## src/rtl/vrra_pkg.sv

```systemverilog
// Package: request codes, state encoding and command/status types of the record ring allocator.
package vrra_pkg;

  localparam int unsigned HdrBytes = 4;

  typedef enum logic [2:0] {
    REQ_RESERVE  = 3'd0,
    REQ_COMMIT   = 3'd1,
    REQ_ALLOCATE = 3'd2,
    REQ_DELETE   = 3'd3,
    REQ_FIRST    = 3'd4,
    REQ_NEXT     = 3'd5,
    REQ_LENGTH   = 3'd6,
    REQ_NONE     = 3'd7
  } req_type_e;

  typedef enum logic [3:0] {
    ST_IDLE,
    ST_DECODE,
    ST_RD_WAIT,
    ST_RD_USE,
    ST_WALK_RD,
    ST_WALK_CHK,
    ST_OUT
  } state_e;

  // Controller to datapath.
  typedef struct packed {
    logic load_req;    // capture request fields
    logic do_reserve;  // evaluate reserve, write skip/header
    logic rd_req_hdr;  // read header at request address
    logic rd_cur_hdr;  // read header at walk cursor
    logic commit_chk;  // check/perform commit on read header (req address or reserved)
    logic del_mark;    // mark header removed, latch result
    logic len_res;     // latch length result
    logic walk_first;  // cursor = first header
    logic walk_next;   // cursor = header following read header
    logic walk_step;   // cursor = next of cursor (removed)
    logic walk_done;   // finish walk with cursor found/not
    logic set_fail;    // clear result, or take the reserve outcome
  } cmd_t;

  // Datapath to controller.
  typedef struct packed {
    logic addr_ok;
    logic res_ok;      // reserve found a place
    logic cur_valid;   // walk cursor points at a header
    logic cur_removed; // header read at cursor is removed
    logic budget_left; // walk still within its visit budget
  } sts_t;

endpackage

```

## src/rtl/vrra_ctrl.sv

```systemverilog
// Controller: sequences each request through reserve, commit, and header walks.
module vrra_ctrl (
  input  logic               clk_i,
  input  logic               rst_ni,
  input  logic               in_fire_i,
  input  logic [2:0]         req_type_i,
  input  logic               out_free_i,
  input  vrra_pkg::sts_t     sts_i,
  output vrra_pkg::cmd_t     cmd_o,
  output logic               busy_o,
  output logic               out_load_o
);
  import vrra_pkg::*;

  state_e state_q, state_d;
  req_type_e type_q, type_d;

  always_ff @(posedge clk_i or negedge rst_ni) begin
    if (!rst_ni) begin
      state_q <= ST_IDLE;
      type_q  <= REQ_NONE;
    end else begin
      state_q <= state_d;
      type_q  <= type_d;
    end
  end

  always_comb begin
    state_d = state_q;
    type_d  = type_q;
    cmd_o   = '0;
    out_load_o = 1'b0;
    busy_o  = (state_q != ST_IDLE);
    case (state_q)
      ST_IDLE: begin
        if (in_fire_i) begin
          cmd_o.load_req = 1'b1;
          type_d  = req_type_e'(req_type_i);
          state_d = ST_DECODE;
        end
      end
      ST_DECODE: begin
        cmd_o.set_fail = 1'b1;
        state_d = ST_OUT;
        case (type_q)
          REQ_RESERVE: cmd_o.do_reserve = 1'b1;
          REQ_ALLOCATE: begin
            cmd_o.do_reserve = 1'b1;
            if (sts_i.res_ok) state_d = ST_RD_WAIT;
          end
          REQ_FIRST: begin
            cmd_o.walk_first = 1'b1;
            state_d = ST_WALK_RD;
          end
          REQ_COMMIT, REQ_DELETE, REQ_NEXT, REQ_LENGTH: begin
            if (sts_i.addr_ok) begin
              cmd_o.rd_req_hdr = 1'b1;
              state_d = ST_RD_WAIT;
            end
          end
          default: ;
        endcase
      end
      ST_RD_WAIT: state_d = ST_RD_USE;
      ST_RD_USE: begin
        state_d = ST_OUT;
        case (type_q)
          REQ_COMMIT, REQ_ALLOCATE: cmd_o.commit_chk = 1'b1;
          REQ_LENGTH: cmd_o.len_res = 1'b1;
          REQ_DELETE: begin
            cmd_o.del_mark   = 1'b1;
            cmd_o.walk_first = 1'b1;
            state_d = ST_WALK_RD;
          end
          REQ_NEXT: begin
            cmd_o.walk_next = 1'b1;
            state_d = ST_WALK_RD;
          end
          default: ;
        endcase
      end
      ST_WALK_RD: begin
        if (sts_i.cur_valid && sts_i.budget_left) begin
          cmd_o.rd_cur_hdr = 1'b1;
          state_d = ST_WALK_CHK;
        end else begin
          cmd_o.walk_done = 1'b1;
          state_d = ST_OUT;
        end
      end
      ST_WALK_CHK: begin
        if (!sts_i.cur_removed) begin
          cmd_o.walk_done = 1'b1;
          state_d = ST_OUT;
        end else begin
          cmd_o.walk_step = 1'b1;
          state_d = ST_WALK_RD;
        end
      end
      ST_OUT: begin
        if (out_free_i) begin
          out_load_o = 1'b1;
          state_d = ST_IDLE;
        end
      end
      default: state_d = ST_IDLE;
    endcase
  end

endmodule

```

## config.mk

```make
export PLATFORM = sky130hd
export DESIGN_NAME = vrra_ctrl
export DESIGN_NICKNAME = d
export VERILOG_FILES = /design/src/rtl/vrra_pkg.sv /design/src/rtl/vrra_ctrl.sv
export SDC_FILE = /design/constraint.sdc
export NUM_CORES = 1
export LEC_CHECK = 0
export BUFFER_PORTS_ARGS = -buffer_cell sky130_fd_sc_hd__buf_2
export CORE_MARGIN = 4
export CORE_UTILIZATION = 35
export CTS_BUF_LIST = sky130_fd_sc_hd__clkbuf_4 sky130_fd_sc_hd__clkbuf_8
export CTS_CLUSTER_DIAMETER = 150
export DETAILED_ROUTE_END_ITERATION = 10
export GPL_TIMING_DRIVEN = 1
export PLACE_DENSITY = 0.68
export SLEW_MARGIN = 20
export SYNTH_ARGS = -nofsm -noshare
export SYNTH_HDL_FRONTEND = slang
export SYNTH_SLANG_ARGS = --single-unit
```

## constraint.sdc

```tcl
create_clock -name clk_i -period 1.8 [get_ports clk_i]
set_input_delay 0.36 -clock clk_i [delete_from_list [all_inputs] [get_ports clk_i]]
set_output_delay 0.36 -clock clk_i [all_outputs]
set_load 0.01 [all_outputs]
```

; Word-level counts from Yosys, hierarchy flattened
; Index checks and enable logic that the tools add are counted.
[word_totals]
elab_cells = 59
output_inout_bits = 14
inputBits = 12
regBits = 7
[classes]
n_mux = 33
reduce_logical = 10
n_eq_ne = 14
[ops]
columns = op, count
row1 = 4-bit case mux with 7 select lines, 1
row2 = 1-bit two-way mux, 20
row3 = "4-bit by 3-bit == test with 1-bit output, second input constant", 3
row4 = 4-bit case mux with 3 select lines, 1
row5 = "3-bit == test, second input constant", 3
row6 = 3-bit two-way mux, 3
row7 = "4-bit by 2-bit == test with 1-bit output, second input constant", 2
row8 = 2-bit two-way mux, 4
row9 = 4-bit two-way mux, 2
row10 = "3-bit by 2-bit == test with 1-bit output, second input constant", 2
row11 = 2-bit OR reduction, 3
row12 = "4-bit by 1-bit == test with 1-bit output, second input constant", 1
row13 = 4-bit logical NOT, 1
row14 = "2-bit != test, second input constant", 2
row15 = 1-bit case mux with 2 select lines, 2
row16 = 2-bit AND reduction, 2
row17 = 4-bit nonzero test, 1
row18 = 4-bit OR reduction, 1
row19 = "3-bit by 1-bit == test with 1-bit output, second input constant", 1
row20 = 3-bit logical NOT, 1
row21 = 1-bit logical AND, 1

; Longest topological paths before layout
[depth]
depth_word = 4
mapped_depth = 4
mapped_depth_nobuf = 3

; Worst setup path before layout
; No wires, ideal clock.
[synth_path]
kind = register to output
start = register type_q[0]
end = output port cmd_o[4] in the netlist's numbering
path_stages_with_launch = 5
n_path_buf = 1
slack_ps = 204
required_ps = 1440
t_arrival_ps = 1236
cell_sequence = dfstp_2 buf_2 inv_1 or3_1 o31ai_1
[synth_rtl]
columns = element, line_no
row1 = from (decl), vrra_ctrl.sv:16  ; req_type_e type_q, type_d;
row2 = from (signal assigned), vrra_ctrl.sv:24  ; type_q <= type_d;
row3 = to (decl), vrra_ctrl.sv:9  ; output vrra_pkg::cmd_t cmd_o,

==> results.py <==
metrics = {
    "status": {
        "outcome": "finished, final reports clean",
    },
    "routing": {
        "avgViaCountPerCell": 5.03,
        "route.detailed.drc": 0,
        "wirelength_um": 1300,
        "detail_route.wl_per_cell_um": 11.7,
        "vias": 558,
        "postRouteAntennaNets": 0,
        "drt-initial-drc-count": 9,
        "first_pass_iters": 4,
    },
    "placed_design": {
        "routabilityCongestion": 0.673,
        "hpwl_um": 934,
        "post-place-ws_ns": 0.150,
        "port_buffers": 25,
    },
    "logic_synthesis": {
        "netlist_instances": 59,
        "synth_top_cell_by_area": "dfstp_2",
        "synth_fp_nets": 71,
        "synth_area_um2": 502,
        "synth_top_area_share": 0.157,
        "synth.avg_cell_area_um2": 8.50,
        "ys_top_cells_by_area": "dfstp_2, dfrtp_1, mux2_2",
        "yosysWarnings": 0,
        "synth_cell_type_count": 25,
        "synth_seq_cells": 6,
        "ys_seq_area_frac": 0.307,
    },
    "floorplan": {
        "die_h_um": 45.9,
        "die_area_um2": 2100,
        "rows": 13,
        "core_um2": 1330,
        "start_util": 0.376,
        "num_io_pins": 26,
        "die_w_um": 45.9,
    },
    "timing": {
        "finalWorstSetupSlack_ns": 0.00460,
        "finClkSkew_ns": 0.00832,
        "fin_crit_ns": 1.80,
        "final_hold_viol_count": 0,
        "post-route-period-util": 0.997,
        "worst_slew_pin_slew_ns": 0.339,
        "timing.hold.ws_ns": 0.333,
        "slew_viol_final": 0,
        "rsz0062_at_grt": "true",
        "setup_viol_count_final": 0,
        "fmax_mhz": 557,
        "maxSlewHeadroom": 0.773,
    },
    "worst_setup_path": {
        "critPathLaunchType": "flop",
        "crit_start": "type_q[1]",
        "worstPathCellList": "nand2b_1 > or3_1 > o31ai_1 > buf_2",
        "slowest_delay_ns": 0.56,
        "cp.arrival_ns": 1.44,
        "critPathKind": "flop to output port",
        "slowest_stage": "dfstp_2",
        "setup.worst_path.end_class": "output port",
        "rr_startpoint": "type_q[2]",
        "worstPathRequired_ns": 1.44,
        "cp_max_fo": 5,
    },
    "final_layout": {
        "final_util": 0.564,
        "drive_gt1_frac": 0.531,
        "antenna_cells": 0,
        "finalNetCount": 109,
        "final_common_cell": "buf_2",
        "nFillCells": 139,
        "area_delta_synth_final_pct": 49.9,
        "layout_common_cells": "buf_2, buf_4, nand2_1, nor3_1",
    },
    "worst_hold_path": {
        "hold_start": "req_type_i[0]",
        "min_path_type": "input port to flop",
    },
    "global_routing": {
        "grt-ovfl-total": 0,
        "grt_usage": 0.133,
        "antenna_found_initial": 0,
        "grt_pass1_vias": 495,
        "grt_max_degree": 9,
        "grt_pass1_wl_um": 1990,
    },
    "flow_run": {
        "cap_violations": 0,
    },
    "clock_network": {
        "clock_path_buffers": 2,
        "clockRootBuffer": "clkbuf_4",
        "clk_latency_ns": 0.25,
        "cts.clk_slew.worst_paths_ns": 0.04,
        "cts_buffers": 3,
        "cts_tree": "built",
        "h-tree-depth": 1,
        "cts.sinks": 6,
    },
    "power": {
        "power_density_nw_per_um2": 1650,
        "total_power_mw": 1.24,
        "p_leak_nw": 0.385,
        "ir_drop_mv": 0.907,
    },
}
[registers in the layout (all words and copies together) (netlist names)]
signal,flops
state_q,3
type_q,3
[Yosys cell counts]
master / instances
or2_1: 1
o211ai_1: 1
buf_2: 4
nand2b_1: 4
nor4b_4: 1
xnor2_1: 2
nor3_1: 5
o31ai_1: 1
a211oi_1: 1
nor2b_1: 1
a21oi_1: 2
mux2_2: 3
or3_1: 2
nand3b_1: 3
nand2_1: 5
nand3b_4: 1
dfstp_2: 3
nand3_1: 1
nor2_1: 4
nor3b_1: 1
o21ai_0: 2
inv_1: 5
dfrtp_1: 3
o221ai_1: 2
a32o_1: 1
[path summary, 6_finish.rpt]
check | end | slack, ns | cells past startpoint
max | cmd_o[4] | 0.005 | 4
min | type_q[0] | 0.33 | 3
max reg2reg | state_q[2] | 0.30 | 4
min reg2reg | state_q[0] | 0.57 | 1
max in group asynchronous | type_q[2] | 1.12 | 2
min in group asynchronous | state_q[1] | 0.45 | 2
[layer usage]
metal | track usage | vias up | part of all wire
met5 | 0 | - | 0
met4 | 0.0852 | 0 | 0.015
met3 | 0.0237 | 2 | 0.065
met2 | 0.214 | 16 | 0.50
met1 | 0.160 | 258 | 0.42
li1 | - | 282 | -
[area by class of cell]
class,count,area [um2],share of cell area
sequential,6,158,0.210
timing repair buffer,37,218,0.290
multi-input combinational,44,309,0.411
clock buffer,4,30.0,0.0399
tap,15,18.8,0.0250
inverter,5,18.8,0.0250
[power breakdown]
group          internal, mW  switching, mW  total (mW)
registers             0.238          0.120       0.358
clock network        0.0990         0.0491       0.148
logic                 0.399          0.339       0.738
total                 0.736          0.508        1.24
[cell families (layout without fill, tap and decap cells)]
kind of cell / Yosys count / in the layout / share of synthesized area
AND/OR/NAND/NOR: 29 / 29 / 0.374
AO/OA/AOI/OAI: 10 / 10 / 0.140
multiplexers: 3 / 3 / 0.0673
XOR/XNOR: 2 / 2 / 0.0349
buffers and inverters: 9 / 46 / 0.0773
flip-flops: 6 / 6 / 0.307
[timing repair]
item                       CTS  global route
buffers inserted             7             1
hold buffers                 1             0
setup endpoints to repair    4             4
gates resized for setup      4             1
hold endpoints to repair     3             0
pin swaps                    2             0
[worst max-delay path, delay by kind of cell, from the launching register on]
family	cells	cell delay, ns
and+or+nand+nor	2	0.39
DFF	1	0.56
AOI/OAI and AO/OA	1	0.07
buffers and inverters	1	0.17
[per-stage QoR]
stage                TNS, ns  instance area [um2]  instances
floorplan                  0                  502         59
global placement           0                  648         98
detailed placement         0                  648         98
CTS                 -0.00633                  741        110
global route          -0.262                  752        111
finish                     0                  752        111
No activity file was read; power rests on OpenSTA's default activity.
